## config.mk

```make
export PLATFORM = sky130hd
export DESIGN_NAME = hse_queue
export DESIGN_NICKNAME = d
export VERILOG_FILES = /design/src/design/hse_pkg.sv /design/src/design/hse_queue.sv
export SDC_FILE = /design/constraint.sdc
export NUM_CORES = 1
export LEC_CHECK = 0
export ABC_AREA = 1
export BUFFER_PORTS_ARGS = -buffer_cell sky130_fd_sc_hd__buf_4
export CAP_MARGIN = 20
export CORE_MARGIN = 5
export CORE_UTILIZATION = 55
export CTS_CLUSTER_SIZE = 16
export DETAILED_ROUTE_END_ITERATION = 12
export PLACE_DENSITY = 0.76
export SETUP_SLACK_MARGIN = 0.1
export SYNTH_ARGS = -nofsm -noshare
export SYNTH_HDL_FRONTEND = slang
export SYNTH_SLANG_ARGS = --single-unit
```

## constraint.sdc

```tcl
create_clock -name aclk -period 5.4 [get_ports aclk]
set_clock_uncertainty 0.2 [all_clocks]
set_input_delay 1.08 -clock aclk [delete_from_list [all_inputs] [get_ports aclk]]
set_output_delay 1.08 -clock aclk [all_outputs]
set_load 0.02 [all_outputs]
```

## src/design/hse_pkg.sv

```systemverilog
`default_nettype none

package hse_pkg;

    // op codes carried in s_tuser
    localparam logic [1:0] OP_LOAD   = 2'd0;
    localparam logic [1:0] OP_ENCODE = 2'd1;
    localparam logic [1:0] OP_FLUSH  = 2'd2;

    localparam int BYTE_W      = 8;
    localparam int CODE_BITS_W = 32;
    localparam int CODE_LEN_W  = 6;
    localparam int SYM_FIELD_W = 8;
    localparam int S_TDATA_W   = 48;
    localparam int S_TUSER_W   = 2;

    // field positions in s_tdata
    localparam int SYM_LSB  = 0;
    localparam int BITS_LSB = SYM_LSB + SYM_FIELD_W;
    localparam int LEN_LSB  = BITS_LSB + CODE_BITS_W;

    // front-to-back command queue
    localparam int QDEPTH  = 4;
    localparam int QPTR_W  = 2;
    localparam int QCNT_W  = QPTR_W + 1;

    typedef struct packed {
        logic full;
        logic not_empty;
    } hse_qstat_t;

endpackage

`default_nettype wire

```

## src/design/hse_queue.sv

```systemverilog
`default_nettype none

module hse_queue
    import hse_pkg::*;
#(
    parameter int W = 39
) (
    input  wire logic         aclk,
    input  wire logic         aresetn,
    input  wire logic         push,
    input  wire logic [W-1:0] push_data,
    input  wire logic         pop,
    output logic [W-1:0]      pop_data,
    output hse_qstat_t        q_stat
);

    logic [W-1:0]      q_ent_reg [QDEPTH];
    logic [QPTR_W-1:0] wr_ptr_reg, wr_ptr_next;
    logic [QPTR_W-1:0] rd_ptr_reg, rd_ptr_next;
    logic [QCNT_W-1:0] cnt_reg, cnt_next;

    assign wr_ptr_next = push ? wr_ptr_reg + QPTR_W'(1) : wr_ptr_reg;
    assign rd_ptr_next = pop ? rd_ptr_reg + QPTR_W'(1) : rd_ptr_reg;
    assign cnt_next    = cnt_reg + QCNT_W'(push) - QCNT_W'(pop);

    assign q_stat.full      = (cnt_reg == QCNT_W'(QDEPTH));
    assign q_stat.not_empty = (cnt_reg != '0);
    assign pop_data         = q_ent_reg[rd_ptr_reg];

    always_ff @(posedge aclk) begin
        if (push) begin
            q_ent_reg[wr_ptr_reg] <= push_data;
        end
    end

    always_ff @(posedge aclk) begin
        if (!aresetn) begin
            wr_ptr_reg <= '0;
            rd_ptr_reg <= '0;
            cnt_reg    <= '0;
        end else begin
            wr_ptr_reg <= wr_ptr_next;
            rd_ptr_reg <= rd_ptr_next;
            cnt_reg    <= cnt_next;
        end
    end

endmodule

`default_nettype wire

```

# After elaboration in Yosys (flattened, before gate mapping)

Memory sizes are Yosys's and may differ from the RTL's. A register that Yosys moved wholly into a read port is not among the register bits.
Index checks and enable logic that the tools add are counted.
W data, S select, Z words.

Flip-flop bits (word level): 7
Bits in writable memories: 156
Input bits: 43
Output and inout bits: 41
Memories kept: 1

Memories:

| memory    | depth | bits a word | read ports | clocked after Yosys merged registers in | write ports | line            | RTL |
|---|---|---|---|---|---|---|---|
| q_ent_reg | 4     | 39          | 1          | 1                                       | 1           | hse_queue.sv:17 | `logic [W-1:0] q_ent_reg [QDEPTH];` |

$add $sub $neg: 4
Equal/unequal tests: 1
Muxes and demuxes: 4
Reductions and logical operators: 1

Operators with widths:

| operator              | count |
|---|---|
| $add A2 B1 Y2 const B | 2 |
| $mux W2               | 2 |
| $add A3 B1 Y3         | 1 |
| $eq A3 B3 Y1 const B  | 1 |
| $reduce_bool A3 Y1    | 1 |
| $sub A3 B1 Y3         | 1 |
| $mux W1               | 2 |

# Logic depth before layout (Yosys ltp)

Depth in word-level cells: 3
Mapped depth: 9

# Worst setup path before layout

No wires, ideal clock.

Kind: input port to flip-flop
Start: in push
End: mem q_ent_reg[0][0] (enable)
Arrival: 1.881 ns
Required time: 4.806 ns
Setup slack: 2.925 ns
Cell stages on the path: 2
Path buffers: 0
Cell sequence: nand2_1 -> inv_1

Cells in the longest elaborated chain, start to end: 2

Ends and longest elaborated chain:

| element                       | line            | RTL |
|---|---|---|
| start: declaration            | hse_queue.sv:10 | `input wire logic push,` |
| $mux W1                       | hse_queue.sv:31 | `if (push) begin` |
| $mux W1 (not written as such) | hse_queue.sv:32 | `q_ent_reg[wr_ptr_reg] <= push_data;` |
| end: declaration              | hse_queue.sv:17 |  |

No other way between the ends.

==> summary.txt <==
Outcome
  • Outcome: finished clean

Route
  • M1 WL: 5060 microns
  • Met3 routed WL: 641 microns
  • Met2 Wirelength: 6060 microns
  • Top layer in use: met4
  • Via Count: 3882
  • Residual DRC count: 0
  • Pre-antenna DRT Iters: 6
  • Remaining antenna violation count after routing: 0
  • Drt initial violations: 289
  • Via-per-instance ratio: 5.18
  • WL final: 12000 microns
  • DR WL/cell: 16.0 microns

Floorplan
  • Chip height: 120 microns
  • Core area: 11900 sq um
  • Initial Util: 55.6%
  • Die Wd: 120 microns
  • Io pins: 84
  • Die ar.: 14300 sq um
  • Num rows: 40

Pwr
  • Worst VDD drop: 0.280 mV
  • Leakage: 0.00309 uW
  • Power, Total: 2960 uW
  • PwrDens: 380 nW/um^2

Synth
  • Avg Cell Area, Syn: 12.9 sq um
  • Synth Area in XOR/XNOR: 0%
  • Largest family of logic cells by synthesized area: compound AO/OA/AOI/OAI gates
  • Mux contribution to synthesized area: 0%
  • Post-Synth Simple-Gate Area: 5.29%
  • Synthesis Warnings: 0
  • Dominant cells by area after synthesis: edfxtp_1 (71%), inv_1 (5.3%), nand2_1 (5.0%), o211ai_1 (4.4%), a21oi_1 (3.4%)
  • Seq/Total Area, Yosys: 73.7%
  • Synth Area in Compound Gates: 11.1%
  • Synth Register Bits: 165
  • Top cell type's share of synthesized area: 71.0%
  • Leading area contributor after synthesis: edfxtp_1
  • Syn Inst Count: 511
  • Mapped Nets: 561
  • Adder-Cell Fraction of Synth Area: 1.44%
  • Synthesized cell area: 6600 sq um
  • Synth cell types: 17

Layout
  • Most frequent cells in the layout: edfxtp_1 (156), inv_1 (90), nand2_1 (88)
  • Share of cells above drive strength 1: 19.9%
  • Most common cell after layout, fill and taps aside: edfxtp_1
  • FF/Latch Area: 4870 sq um
  • Final core occ: 65.7%
  • Final Net Count: 639
  • Fill count: 853
  • Final antenna diode count: 0
  • Max FFs per register: 156
  • Non-filler cells in the finished layout: 749
  • Footprint of the multi-input gates: 1180 sq um
  • Area Growth Syn to Fin: 18.1%

STA
  • Worst Max-Slew Pin Slew: 1.02 ns
  • Final TNS setup: 0 ns
  • Final hold violation count: 0
  • Rel. slew slack: 31.7%
  • Final WS setup: 1.69 ns
  • Final slew viol count: 0
  • Final period util: 68.7%
  • Final setup vio count: 0
  • F_max: 0.270 GHz
  • RSZ-0062 raised after global routing: no
  • Final Critical Period: 3.71 ns

Placement
  • # port buffers: 83
  • Post-Place Worst Slack: 2.09 ns
  • Placed Cells incl. Taps: 717
  • Dpl hpwl: 7040 microns
  • Placer Congestion: 0.738

Critical path
  • Reg2Reg Setup Slack: 3.39 ns
  • R2R Path Start: wr_ptr_reg[0]
  • Crit path max fanout: 114
  • Crit. End Element: primary output
  • Worst reg2reg path endpoint: q_ent_reg[0][21]
  • R2r worst-path depth: 4
  • Crit path DAT: 2.43 ns
  • Worst endpoint required time: 4.12 ns
  • CP Class: reg2out
  • CP startpoint kind: flip-flop
  • Crit path to: pop_data[19]

Clock network
  • TritonCTS Buffers: 17
  • Clock root buffer: clkbuf_16
  • CTS resizes: 0
  • Sink Count: 165
  • CTS tree: built
  • Post-CTS setup buffer count: 0
  • Hold buffers post-CTS: 0
  • Clock Tree Buf Depth: 2
  • Clk_lat worst skew: 0.42 ns
  • Worst-path clk slew: 0.06 ns
  • H-tree levels: 4

Run
  • Max cap viols: 0

Global routing
  • Vias in the first global route: 3972
  • Largest net degree at the start of global routing: 115
  • Initial antenna violation count: 0
  • Total track usage: 17.6%
  • Grt ovf: 0
  • Global-route wire length before repair: 19300 microns

Hold path
  • Worst Hold Class: reg2reg
-- synth_stat cells --
cell / n
clkbuf_1: 1
o211ai_1: 39
buf_4: 7
o21ai_1: 7
edfxtp_1: 156
nor2_1: 1
nand2_1: 88
ha_1: 6
buf_2: 9
buf_6: 9
dfxtp_1: 9
nand3_1: 2
inv_1: 94
nor3_1: 1
a21oi_1: 45
fa_1: 1
o21ai_0: 36
-- layout make-up --
cell class              instances  area share (%)
repair buffers                 85            8.19
flip-flops and latches        165            62.5
clock inverters                14            1.77
well taps                     147            2.36
clock buffers                  18            5.51
multi-input cells             226            15.1
inverters                      94            4.53
-- worst min path at each step --
stage                        startpoint        end  slack, ns  cells past startpoint
after floorplan           rd_ptr_reg[1]  flip-flop       0.24                      2
after global placement    rd_ptr_reg[1]  flip-flop       0.24                      2
after detailed placement  rd_ptr_reg[0]  flip-flop       0.27                      1
after CTS                 rd_ptr_reg[0]  flip-flop       0.28                      1
after global routing      rd_ptr_reg[0]  flip-flop       0.30                      1
final                     rd_ptr_reg[1]  flip-flop       0.28                      2
-- report_power, final --
group          leakage [uW]  switching [uW]  internal, uW
sequential          0.00151            38.5          1460
combinational       0.00131             194           123
clock              0.000274             468           675
total               0.00309             701          2260
-- cell families after synthesis --
group | Yosys count
DFF | 165
AOI/OAI and AO/OA | 127
buffers and inverters | 120
and+or+nand+nor | 92
adders and majority gates | 7
-- per-stage QoR --
| step | hold WS (ns) | area (sq um) |
|---|---|---|
| floorplan | 0.236 | 6600 |
| global placement | 0.244 | 7220 |
| detailed placement | 0.268 | 7220 |
| CTS | 0.276 | 7790 |
| global route | 0.300 | 7790 |
| finish | 0.284 | 7790 |
-- metal layers --
metal	up-vias	GRT usage, %
met3	15	5.80
met4	0	7.02
met2	90	29.4
met5	-	0
met1	1854	21.1
li1	1923	-
-- worst max-delay path, cell delays in order (launching register included) --
cell     delay [ns]
dfxtp_4        1.03
buf_4          0.50
a21oi_1        0.13
o21ai_0        0.09
nand2_1        0.09
buf_4          0.16
(Power assumes the default switching activity.)
