`config.mk`:
```
export PLATFORM = sky130hd
export DESIGN_NAME = hse_back
export DESIGN_NICKNAME = d
export VERILOG_FILES = /design/src/design/hse_pkg.sv /design/src/design/hse_back.sv
export SDC_FILE = /design/constraint.sdc
export NUM_CORES = 1
export LEC_CHECK = 0
export ABC_AREA = 1
export ABC_CLOCK_PERIOD_IN_PS = 12700
export BUFFER_PORTS_ARGS = -buffer_cell sky130_fd_sc_hd__buf_4
export CAP_MARGIN = 10
export CORE_MARGIN = 2
export CORE_UTILIZATION = 65
export DETAILED_ROUTE_END_ITERATION = 16
export PLACE_DENSITY = 0.87
export SLEW_MARGIN = 20
export SYNTH_ARGS = -nofsm -noshare
export SYNTH_HDL_FRONTEND = slang
export SYNTH_SLANG_ARGS = --single-unit
```
`constraint.sdc`:
```
create_clock -name aclk -period 12.7 [get_ports aclk]
set_input_delay 0.635 -clock aclk [delete_from_list [all_inputs] [get_ports aclk]]
set_output_delay 0.635 -clock aclk [all_outputs]
set_load 0.05 [all_outputs]
```
`src/design/hse_pkg.sv`:
```
`default_nettype none

package hse_pkg;

    // op codes carried in s_tuser
    localparam logic [1:0] OP_LOAD   = 2'd0;
    localparam logic [1:0] OP_ENCODE = 2'd1;
    localparam logic [1:0] OP_FLUSH  = 2'd2;

    localparam int BYTE_W      = 8;
    localparam int CODE_BITS_W = 32;
    localparam int CODE_LEN_W  = 6;
    localparam int SYM_FIELD_W = 8;
    localparam int S_TDATA_W   = 48;
    localparam int S_TUSER_W   = 2;

    // field positions in s_tdata
    localparam int SYM_LSB  = 0;
    localparam int BITS_LSB = SYM_LSB + SYM_FIELD_W;
    localparam int LEN_LSB  = BITS_LSB + CODE_BITS_W;

    // front-to-back command queue
    localparam int QDEPTH  = 4;
    localparam int QPTR_W  = 2;
    localparam int QCNT_W  = QPTR_W + 1;

    typedef struct packed {
        logic full;
        logic not_empty;
    } hse_qstat_t;

endpackage

`default_nettype wire

```
`src/design/hse_back.sv`:
```
`default_nettype none

module hse_back
    import hse_pkg::*;
#(
    parameter int CODE_W = 32,
    parameter int LW     = 6,
    parameter int QW     = 1 + CODE_W + LW
) (
    input  wire logic              aclk,
    input  wire logic              aresetn,
    input  wire hse_qstat_t        q_stat,
    input  wire logic [QW-1:0]     pop_data,
    output logic                   pop,
    output logic                   m_tvalid,
    input  wire logic              m_tready,
    output logic [BYTE_W-1:0]      m_tdata,
    output logic                   m_tlast
);

    logic                wk_valid_reg, wk_valid_next;
    logic                wk_flush_reg, wk_flush_next;
    logic [CODE_W-1:0]   wk_word_reg, wk_word_next;
    logic [LW-1:0]       wk_rem_reg, wk_rem_next;
    logic [BYTE_W-1:0]   held_reg, held_next;
    logic [3:0]          hc_reg, hc_next;
    logic                ob_valid_reg, ob_valid_next;
    logic [BYTE_W-1:0]   ob_byte_reg, ob_byte_next;
    logic                ob_last_reg, ob_last_next;

    logic [6:0]          rem7;
    logic [3:0]          room;
    logic [3:0]          avail;
    logic [3:0]          take;
    logic                full_held;
    logic                need_emit;
    logic                ob_free;
    logic                step;
    logic                emit;
    logic                item_done;
    logic [CODE_W+7:0]   wx;
    logic [BYTE_W-1:0]   top8;
    logic [BYTE_W-1:0]   base;
    logic [15:0]         mix;
    logic [LW-1:0]       rem_after;
    logic [BYTE_W-1:0]   fl_byte;

    assign rem7      = 7'(wk_rem_reg);
    assign room      = 4'd8 - hc_reg;
    assign full_held = (hc_reg == 4'd8);
    assign avail     = (rem7 > 7'd8) ? 4'd8 : 4'(rem7);
    // a full held byte goes out first, then up to eight fresh bits come in
    assign take      = full_held ? avail : ((avail < room) ? avail : room);

    assign wx        = {wk_word_reg, 8'b0};
    assign top8      = wx[CODE_W+7 -: 8];
    assign base      = full_held ? 8'b0 : held_reg;
    assign mix       = {base, top8} << take;
    assign rem_after = wk_rem_reg - LW'(take);
    assign fl_byte   = held_reg << (4'd8 - hc_reg);

    assign need_emit = wk_flush_reg || full_held;
    assign ob_free   = !ob_valid_reg || m_tready;
    assign step      = wk_valid_reg && (!need_emit || ob_free);
    assign emit      = step && need_emit;
    assign item_done = step && (wk_flush_reg || (rem_after == '0));
    assign pop       = q_stat.not_empty && (!wk_valid_reg || item_done);

    always_comb begin
        wk_valid_next = wk_valid_reg;
        wk_flush_next = wk_flush_reg;
        wk_word_next  = wk_word_reg;
        wk_rem_next   = wk_rem_reg;
        held_next     = held_reg;
        hc_next       = hc_reg;
        ob_valid_next = ob_valid_reg && !m_tready;
        ob_byte_next  = ob_byte_reg;
        ob_last_next  = ob_last_reg;

        if (step) begin
            if (wk_flush_reg) begin
                held_next = '0;
                hc_next   = '0;
            end else begin
                held_next   = mix[15:8];
                hc_next     = full_held ? take : hc_reg + take;
                wk_word_next = wk_word_reg << take;
                wk_rem_next  = rem_after;
            end
        end

        if (emit) begin
            ob_valid_next = 1'b1;
            ob_byte_next  = wk_flush_reg ? fl_byte : held_reg;
            // no further byte for this item once the rest fits in the held byte
            ob_last_next  = wk_flush_reg || (rem7 <= 7'd8);
        end

        priority if (pop) begin
            wk_valid_next = 1'b1;
            wk_flush_next = pop_data[QW-1];
            wk_word_next  = pop_data[LW +: CODE_W];
            wk_rem_next   = pop_data[LW-1:0];
        end else if (item_done) begin
            wk_valid_next = 1'b0;
        end else begin
            wk_valid_next = wk_valid_reg;
        end
    end

    always_ff @(posedge aclk) begin
        if (!aresetn) begin
            wk_valid_reg <= 1'b0;
            held_reg     <= '0;
            hc_reg       <= '0;
            ob_valid_reg <= 1'b0;
        end else begin
            wk_valid_reg <= wk_valid_next;
            held_reg     <= held_next;
            hc_reg       <= hc_next;
            ob_valid_reg <= ob_valid_next;
        end
    end

    always_ff @(posedge aclk) begin
        wk_flush_reg <= wk_flush_next;
        wk_word_reg  <= wk_word_next;
        wk_rem_reg   <= wk_rem_next;
        ob_byte_reg  <= ob_byte_next;
        ob_last_reg  <= ob_last_next;
    end

    assign m_tvalid = ob_valid_reg;
    assign m_tdata  = ob_byte_reg;
    assign m_tlast  = ob_last_reg;

endmodule

`default_nettype wire

```
======== After elaboration in Yosys (flattened, before gate mapping) ========
Cells that the tools add are included.
storage, ports and cells
  register bits after elaboration ......... 62
  input port bits ......................... 44
  logic and storage cells ................. 56
  output and inout bits ................... 11
cells by class
  reductions and logical operators ........ 19
  add/sub/neg operators ................... 3
  $lt $le $gt $ge ......................... 3
  eq/ne operators ......................... 2
  shift operators ......................... 3
  muxes and demuxes ....................... 17
operator list
  cell                                                                   number
  32-bit 2-to-1 mux                                                      3
  32-bit by 4-bit left shift with 32-bit output                          1
  8-bit 2-to-1 mux                                                       3
  4-bit 2-to-1 mux                                                       5
  6-bit 2-to-1 mux                                                       3
  16-bit by 4-bit left shift with 16-bit output                          1
  8-bit by 4-bit left shift with 8-bit output                            1
  6-bit by 4-bit > comparator with 1-bit output, second input constant   1
  6-bit by 4-bit <= comparator with 1-bit output, second input constant  1
  6-bit zero test                                                        1
  1-bit logical OR                                                       6
  6-bit by 4-bit subtractor with 6-bit output                            1
  1-bit logical AND                                                      5
  4-bit adder                                                            1
  4-bit == test, second input constant                                   1
  1-bit zero test                                                        4
  4-bit < comparator                                                     1
  2-bit nonzero test                                                     2
  4-bit subtractor, first input constant                                 1
  1-bit 2-to-1 mux                                                       3
  2-bit inequality test, second input constant                           1
  2-bit AND reduction                                                    1

======== Longest topological paths before layout ========
Gate-level depths: netlist (run 1).
  word-level depth ........................ 13
  depth in mapped cells ................... 34

======== Least setup slack after synthesis (run 1) ========
Ideal clock, no wire load.
  path kind ............................... register to register
  from .................................... register hc_reg[0]
  to ...................................... register wk_rem_reg[0] (enable)
  cell stages (with the launch flop) ...... 29
  buffers on the path ..................... 4
  setup slack ............................. 7.839 ns
  data arrival time ....................... 4.466 ns
  path through ............................ dfxtp_1 clkbuf_1 inv_1 nand3_1 xor2_1 inv_1 ha_1 nor2_1 nand2_2 nand2_4 nand2_4 o21ai_2 inv_2 buf_4 buf_4 ha_1 inv_1 ha_1 or2_2 nor2_1 nand3_1 nor2_1 nand2_1 nand2_1 nand2_1 nand2_2 nand2_1 buf_2 nand2_1
between the ends
  word-level cells in the longest chain between the ends .. 12
RTL lines
  item                                                                                 RTL line         text
  from (decl)                                                                          hse_back.sv:26   logic [3:0] hc_reg, hc_next;
  from (signal assigned)                                                               hse_back.sv:120  hc_reg <= hc_next;
  4-bit subtractor                                                                     hse_back.sv:49   assign room = 4'd8 - hc_reg;
  4-bit < comparator                                                                   hse_back.sv:53   assign take = full_held ? avail : ((avail < room) ? avail : room);
  4-bit 2-to-1 mux (2 in series)                                                       hse_back.sv:53
  6-bit by 4-bit subtractor with 6-bit output                                          hse_back.sv:59   assign rem_after = wk_rem_reg - LW'(take);
  6-bit zero test                                                                      hse_back.sv:66   assign item_done = step && (wk_flush_reg || (rem_after == '0));
  1-bit logical OR                                                                     hse_back.sv:66
  1-bit logical AND                                                                    hse_back.sv:66
  1-bit logical OR                                                                     hse_back.sv:67   assign pop = q_stat.not_empty && (!wk_valid_reg || item_done);
  1-bit logical AND                                                                    hse_back.sv:67
  2-bit inequality test (no source line) / 2-bit nonzero test (equally long branches)  --
  2-bit AND reduction (no source line) *                                               --
  to (signal assigned)                                                                 hse_back.sv:128  wk_rem_reg <= wk_rem_next;
  to (decl)                                                                            hse_back.sv:24   logic [LW-1:0] wk_rem_reg, wk_rem_next;
Mark *: on every way between the ends. The rest lies on a longest branch, timed or not.
A chain may end at the register's enable or synchronous reset.

======== Worst setup path in the final report (run 1) ========
  from .................................... register hc_reg[0]
  to ...................................... output pop
between the ends
  word-level cells in the longest chain between the ends .. 10
RTL lines
  item                                         RTL line        text
  4-bit subtractor                             hse_back.sv:49
  4-bit < comparator                           hse_back.sv:53
  4-bit 2-to-1 mux (2 in series)               hse_back.sv:53
  6-bit by 4-bit subtractor with 6-bit output  hse_back.sv:59
  6-bit zero test                              hse_back.sv:66
  1-bit logical OR                             hse_back.sv:66
  1-bit logical AND *                          hse_back.sv:66
  1-bit logical OR *                           hse_back.sv:67
  1-bit logical AND *                          hse_back.sv:67
  to (decl)                                    hse_back.sv:14  output logic pop,
Marks and branches as above.

==> results by group, run 1 <==
Yosys
  • Cell taking the most area after synthesis: edfxtp_1
  • Register area share after synthesis: 32.2%
  • Yosys reg bits: 62
  • Mapped cell area: 5340 µm²
  • Synth Instances: 800
  • Syn Nets: 852
  • Syn_area_per_cell: 6.68 µm²
  • Synth unique cells: 43
  • Top-area cell type share of the netlist area: 27.0%
  • YS warnings: 0
  • Synth area leaders: edfxtp_1 27%, nand2_1 18%, nand3_1 7.9%

Clock tree
  • Hold Buf Count CTS: 0
  • Total CTS buffers: 9
  • CTS tree: built
  • Clock Sinks: 62
  • Clock buffer depth: 2
  • Worst-Skew Late Latency: 0.35 ns
  • # resized after CTS: 0
  • Root buf cell: clkbuf_8
  • Post-CTS setup buffers: 0
  • Htree depth: 3
  • Reg clk slew, reported paths: 0.07 ns

Timing
  • Tmin final: 7.24 ns
  • Slew HR: 25.0%
  • Setup TNS: 0 ns
  • Period utilization: 57.0%
  • Max Clk Rate: 138 MHz
  • Fin. max-slew vios: 0
  • Hold Fails Final Rpt: 0
  • Setup-failing EPs final: 0
  • Worst Skew: 0.00529 ns
  • RSZ-0062 raised after global routing: false
  • Worst Tran Pin Value: 1.12 ns

Drt
  • Met3 Wirelength: 1150 µm
  • DR WL/cell: 14.7 µm
  • Vias/cell: 5.96
  • Detail Route Antenna Nets: 0
  • Total number of vias: 5,515
  • Drt drc: 0
  • M1 WL: 5700 µm
  • Met2 Wirelength: 6400 µm
  • Pre-Repair DR Iteration Count: 5
  • Final WL: 13,600 µm
  • Max Used Layer: met4
  • Drt initial violations: 489

Place
  • Gpl congestion: 0.942
  • Placed inst area: 5640 µm²
  • Port bufs: 53
  • Post-DP HPWL: 9280 µm

Finish
  • Max reg flops: 32
  • Layout fillers: 688
  • Final #Nets: 868
  • Layout cell share with drive strength beyond 1: 14.9%
  • Post-route cell area: 5870 µm²
  • Layout area overhead: 9.98%
  • Antenna diodes: 0

Global routing
  • GRT overflow: 0
  • Initial antenna violation count: 0
  • Largest net degree at the start of global routing: 58
  • Total track usage: 31.5%
  • First-pass GRT wire length: 22,400 µm
  • Number of global-route vias before repair: 4,835

Floorplanning
  • Initial Util: 66.0%
  • I/O pin total: 55
  • Die Y: 94.6 µm
  • Die area: 8960 µm²
  • Total core area: 8090 µm²
  • Row Count: 33
  • Die W: 94.6 µm

Run
  • MaxCap Viol Count: 0

Critical path
  • Arr. time, crit path: 6.60 ns
  • WP data required: 12.06 ns
  • Peak fanout along the critical path: 40
  • Crit Path Category: flop to output pin
  • Worst setup path startpoint: hc_reg[0]
  • Type of destination of the critical path: output pin
  • R2r setup slk: 5.92 ns
  • Origin of the critical flop-to-flop path: hc_reg[0]
  • Type of origin of the critical path: flop

Run status
  • Status: finished clean

Hold path
  • Hold WC Path Type: input port to flop
  • Hold path startpoint: pop_data[38]
## per-stage QoR
stage                     hold slack [ns]  utilization (%)  worst slack (ns)  cells
after floorplan                     0.457                -              7.84    800
final                               0.453             72.6              5.46    926
after global routing                0.446             72.6              4.95    926
after CTS                           0.444             72.6              5.58    926
after global placement              0.473             69.7              6.16    910
after detailed placement            0.484             69.7              5.98    910
## synthesized netlist by cell type (all sizes together)
| library cell | n |
|---|---|
| nand2 | 266 |
| o21ai | 101 |
| nand3 | 96 |
| inv | 68 |
| edfxtp | 48 |
| nor2 | 37 |
| o211ai | 35 |
| buf | 27 |
| clkbuf | 26 |
| or2 | 25 |
| a21oi | 19 |
| dfxtp | 14 |
| ha | 8 |
| o22ai | 5 |
| mux2i | 4 |
| nand4 | 4 |
| xnor2 | 3 |
| o21bai | 2 |
| o221ai | 2 |
| xor2 | 2 |
| a22o | 1 |
| a22oi | 1 |
| a31oi | 1 |
| a32o | 1 |
| nand3b | 1 |
| nor3 | 1 |
| o2111ai | 1 |
| o21a | 1 |
## layout make-up
| cell class | instances | area [µm²] | area share (%) |
|---|---|---|---|
| Timing Repair Buffer | 58 | 435 | 7.41 |
| Sequential cell | 62 | 1720 | 29.3 |
| Inverter | 68 | 255 | 4.35 |
| Clock buffer | 11 | 151 | 2.58 |
| Multi-Input combinational cell | 617 | 3100 | 52.7 |
| Tap cell | 105 | 131 | 2.24 |
| Clock inverter | 5 | 81.3 | 1.38 |
## per-layer routing
layer,global-route usage (%),vias up
met1,42.6,2460
met3,5.43,38
li1,-,2719
met5,0,-
met2,50.5,298
met4,12.2,0
## logic make-up (layout without fill, tap and decap cells)
logic type,after synthesis,in the layout,share of synthesized area [%]
xor gates and xnor gates,5,5,0.961
buffers and inverters,121,142,9.82
DFF,62,62,32.2
and+or+nand+nor,430,430,35.9
AOI/OAI and AO/OA,170,170,18.4
adders and majority gates,8,8,1.87
muxes,4,4,0.750
## final timing paths
kind / cells past startpoint / to
worst min-delay path: 1 / wk_flush_reg
worst max-delay path: 26 / pop
worst min register to register: 2 / held_reg[2]
worst max register to register: 25 / wk_word_reg[23]
## worst max-delay path, cell delays in order, from the launching register on
cell     delay, ns
dfxtp_1       0.68
inv_1         0.24
ha_1          0.33
nand3_1       0.53
inv_1         0.25
or2_2         0.34
inv_1         0.08
nor2_2        0.04
buf_4         0.25
inv_1         0.86
ha_1          0.43
inv_1         0.11
nor2_1        0.06
nand3_1       0.08
nand2_1       0.05
inv_1         0.06
nand2_1       0.05
nand2_1       0.05
nand2_1       0.06
nand2_1       0.10
nand2_1       0.05
nand2_1       0.07
nand2_2       0.46
nand2_1       0.20
buf_4         0.41
inv_1         0.13
buf_4         0.21
## placed cells by master (no fill, tap or decap), drive strengths merged, types with 2 or more instances in the layout
cell | Yosys | layout
nand2 | 266 | 266
or2 | 25 | 25
ha | 8 | 8
xor2 | 2 | 2
mux2i | 4 | 4
clkbuf | 26 | 11
o21bai | 2 | 2
nand3 | 96 | 96
o221ai | 2 | 2
xnor2 | 3 | 3
a21oi | 19 | 19
dfxtp | 14 | 14
o21ai | 101 | 101
buf | 27 | 58
inv | 68 | 68
o22ai | 5 | 5
bufinv | 0 | 2
nand4 | 4 | 4
nor2 | 37 | 37
clkinv | 0 | 2
edfxtp | 48 | 48
o211ai | 35 | 35
Power of run 1 is left out: the tool's default activity adds up to more than one toggle a clock period on the data nets, which glitch-free logic cannot reach.
==> run 2: changes to the inputs <==
Settings changed: ABC_CLOCK_PERIOD_IN_PS 12700 to 6680, CORE_UTILIZATION 65 to 61, PLACE_DENSITY 0.87 to 0.82.
Clock period 12.7 ns to 6.68 ns, I/O delays scaled along.
==> results by group, run 2 (synthesized netlist as in run 1, its figures left out) <==
Clock tree
  • Hold Buf Count CTS: 0
  • Reg clk slew, reported paths: 0.07 ns
  • Clock Sinks: 62
  • Worst-Skew Late Latency: 0.35 ns
  • Clock buffer depth: 2
  • CTS tree: built
  • Total CTS buffers: 9
  • Root buf cell: clkbuf_8
  • Post-CTS setup buffers: 0
  • Htree depth: 3
  • # resized after CTS: 0

Critical path
  • Origin of the critical flop-to-flop path: hc_reg[0]
  • Worst setup path startpoint: hc_reg[0]
  • R2r setup slk: 1.55 ns
  • Arr. time, crit path: 4.97 ns
  • WP data required: 6.35 ns
  • Peak fanout along the critical path: 40
  • Type of destination of the critical path: output pin
  • Critical Path Stages: 26
  • Worst reg-to-reg path cell count: 25
  • CP delay by family, top: buffers and inverters
  • FF-to-FF End: wk_word_reg[0]
  • Critical Path Max Stage Delay: 0.69 ns
  • Type of origin of the critical path: flop
  • CP Buf/Inv Count: 10
  • CP endpoint: pop
  • Crit Path Category: flop to output pin
  • Cell mode on critical path: nand2_1
  • Slowest cell on crit path: dfxtp_1

Finish
  • Layout cell share with drive strength beyond 1: 14.8%
  • Antenna diodes: 0
  • Most frequent cells in the layout: 256 x nand2_1, 84 x nand3_1, 75 x o21ai_0
  • Commonest non-fill, non-tap cell in the layout: nand2_1
  • Layout area overhead: 10.6%
  • Max reg flops: 32
  • Final #Nets: 871
  • Layout fillers: 769

Floorplanning
  • I/O pin total: 55
  • Die Y: 97.6 µm
  • Total core area: 8590 µm²
  • Die W: 97.6 µm
  • Die area: 9520 µm²
  • Row Count: 34
  • Initial Util: 62.1%

Place
  • Port bufs: 53
  • Post-DP HPWL: 9350 µm
  • Gpl congestion: 0.909

Timing
  • Fin. max-slew vios: 0
  • Period utilization: 79.5%
  • Setup TNS: 0 ns
  • Worst Skew: 0.0106 ns
  • Tmin final: 5.31 ns
  • Worst Tran Pin Value: 1.01 ns
  • Max Clk Rate: 188 MHz
  • Setup-failing EPs final: 0
  • Hold Fails Final Rpt: 0
  • Slew HR: 32.6%
  • RSZ-0062 raised after global routing: false

Hold path
  • Hold WC Path Type: input port to flop

Run
  • MaxCap Viol Count: 0

Drt
  • Detail Route Antenna Nets: 0
  • Drt drc: 0
  • Total number of vias: 5,445
  • Pre-Repair DR Iteration Count: 5
  • Vias/cell: 5.84
  • Drt initial violations: 428
  • DR WL/cell: 14.8 µm
  • Final WL: 13,800 µm

Global routing
  • GRT overflow: 0
  • Largest net degree at the start of global routing: 58
  • Initial antenna violation count: 0
  • First-pass GRT wire length: 23,300 µm
  • Number of global-route vias before repair: 4,974
  • Total track usage: 29.5%

Run status
  • Status: finished clean
## run 2: changes by cell type in the layout (fill, tap and decap cells not counted), sizes merged
| cell | change |
|---|---|
| bufinv | +1 |
| clkbuf | +1 |
| clkinvlp | -1 |
| clkinv | -1 |
| buf | +3 |
## run 2: layout make-up
class	count	area [µm²]	share of cell area, %
tap	108	135	2.29
inverter	68	255	4.32
timing repair buffer	61	458	7.75
sequential	62	1720	29.2
multi-input combinational	617	3100	52.4
clock buffer	12	145	2.46
clock inverter	4	93.8	1.59
## run 2: worst register-to-register path, delay by kind of cell (launching register included)
family | cells | cell delay (ns)
buf+inv | 9 | 1.78
simple gates | 13 | 1.59
compound gates | 1 | 0.09
fa+ha+maj | 2 | 0.58
flops | 1 | 0.69
## run 2: worst min path at each step
stage / from / end / cells past startpoint
floorplan: pop_data[38] / wk_flush_reg / 0
global placement: held_reg[6] / held_reg[6] / 2
detailed placement: held_reg[6] / held_reg[6] / 2
CTS: pop_data[38] / wk_flush_reg / 1
global route: pop_data[38] / wk_flush_reg / 1
finish: pop_data[38] / wk_flush_reg / 1
## run 2: layer usage
metal | vias up | wire length, µm | GRT usage, %
li1 | 2726 | - | -
met1 | 2453 | 6030 | 39.9
met2 | 236 | 6590 | 48.6
met3 | 30 | 890 | 3.24
met4 | 0 | 313 | 11.2
met5 | - | 0 | 0
## run 2: per-stage QoR
stage	std cells	instance area [µm²]	setup WS (ns)	hold WS [ns]	util [%]
finish	932	5910	1.37	0.164	68.7
global route	932	5910	0.842	0.155	68.7
CTS	932	5910	1.41	0.159	68.7
detailed placement	916	5670	1.61	0.482	65.9
global placement	916	5670	1.74	0.473	65.9
floorplan	800	5340	1.82	0.433	-
Power of run 2 is left out for the same reason.
==> run 3: changes to the inputs <==
Settings changed: ABC_CLOCK_PERIOD_IN_PS 6680 to 4900.
Clock period 6.68 ns to 4.9 ns, I/O delays scaled along.
==> results by group, run 3 (synthesized netlist as in run 1, its figures left out) <==
Drt
  • Total number of vias: 5,499
  • Detail Route Antenna Nets: 0
  • Drt drc: 0
  • Final WL: 13,900 µm
  • Pre-Repair DR Iteration Count: 5
  • DR WL/cell: 14.8 µm
  • Vias/cell: 5.88
  • Drt initial violations: 495

Critical path
  • Peak fanout along the critical path: 39
  • Slowest cell on crit path: edfxtp_1
  • WP data required: 4.66 ns
  • Critical Path Max Stage Delay: 0.47 ns
  • CP Buf/Inv Count: 5
  • Type of destination of the critical path: output pin
  • Type of origin of the critical path: flop
  • CP delay by family, top: simple AND/OR/NAND/NOR gates
  • Cell mode on critical path: nand2_1
  • Crit Path Category: flop to output pin
  • Crit path cell chain: nor2_2 > nand2_1 > ha_1 > nor2_1 > nand2_2 > nand2_4 > nand2_4 > o21ai_2 > inv_2 > ha_1 > inv_1 > ha_1 > or2_2 > nor2_1 > nand3_1 > nor2_1 > nand2_1 > nand2_1 > nand2_1 > nand2_2 > nand2_1 > buf_4 > inv_1 > buf_4
  • Arr. time, crit path: 4.26 ns

Timing
  • RSZ-0062 raised after global routing: false
  • Setup-failing EPs final: 0
  • Period utilization: 92.0%
  • Slew HR: 30.5%
  • Max Clk Rate: 222 MHz
  • Tmin final: 4.51 ns
  • Worst Skew: 0.00825 ns
  • Fin. max-slew vios: 0
  • Hold Fails Final Rpt: 0
  • Worst Tran Pin Value: 1.04 ns
  • Setup TNS: 0 ns

Finish
  • Max reg flops: 32
  • Commonest non-fill, non-tap cell in the layout: nand2_1
  • Layout cell share with drive strength beyond 1: 15.2%
  • Final #Nets: 875
  • Antenna diodes: 0
  • Layout area overhead: 10.1%
  • Most frequent cells in the layout: 256 x nand2_1, 84 x nand3_1, 75 x o21ai_0

Global routing
  • Largest net degree at the start of global routing: 57
  • First-pass GRT wire length: 23,200 µm
  • Initial antenna violation count: 0
  • Number of global-route vias before repair: 4,983
  • Total track usage: 29.4%
  • GRT overflow: 0

Place
  • Gpl congestion: 0.924
  • Port bufs: 53
  • Post-DP HPWL: 9610 µm

Floorplanning
  • Row Count: 34
  • Die W: 97.6 µm
  • Die area: 9520 µm²
  • Total core area: 8590 µm²
  • Initial Util: 62.1%
  • I/O pin total: 55
  • Die Y: 97.6 µm

Run status
  • Status: finished clean

Clock tree
  • Worst-Skew Late Latency: 0.35 ns
  • Clock Sinks: 62
  • Root buf cell: clkbuf_8
  • Htree depth: 3
  • Clock buffer depth: 2
  • CTS tree: built
  • Total CTS buffers: 9
  • Post-CTS setup buffers: 0
  • Reg clk slew, reported paths: 0.07 ns

Run
  • MaxCap Viol Count: 0

Hold path
  • Hold WC Path Type: input port to flop
[run 3: changes by cell type in the layout (fill, tap and decap cells not counted), sizes merged]
cell and change:
clkbuf -2, buf +4, clkinv +2, clkinvlp +1
bufinv -2
[run 3: path summary, 6_finish.rpt]
kind,startpoint,to,slack [ns],cells past startpoint
setup / recovery,wk_rem_reg[4],pop,0.39,24
hold / removal,pop_data[38],wk_flush_reg,0.07,1
setup reg to reg,wk_rem_reg[4],wk_word_reg[23],0.72,23
hold reg to reg,held_reg[2],held_reg[2],0.50,2
[run 3: layer usage]
layer,GRT usage [%],wire (µm)
met2,48.0,6600
met3,4.53,1020
met5,0,0
met1,39.9,6000
met4,10.4,261
[run 3: area by class of cell]
class | count | area, µm²
Multi-Input combinational cell | 617 | 3100
Fill cell | 746 | 2720
Sequential cell | 62 | 1720
Timing Repair Buffer | 65 | 488
Inverter | 68 | 255
Tap cell | 108 | 135
Clock buffer | 10 | 128
Clock inverter | 5 | 51.3
[run 3: what timing repair did]
| action | in CTS | in global routing |
|---|---|---|
| hold buffers | 0 | 0 |
| gates resized for setup | 0 | 1 |
| setup endpoints to repair | 0 | 1 |
[run 3: stage by stage]
step / cell area [µm²] / hold WS (ns) / cells / util [%] / setup slack (ns)
global route: 5880 / 0.0610 / 935 / 68.4 / 0.0902
global placement: 5700 / 0.426 / 920 / 66.3 / 0.865
finish: 5880 / 0.0748 / 935 / 68.4 / 0.394
floorplan: 5340 / 0.344 / 800 / - / 0.0386
CTS: 5880 / 0.0679 / 935 / 68.4 / 0.344
detailed placement: 5700 / 0.425 / 920 / 66.3 / 0.697
Power of run 3 is left out for the same reason.
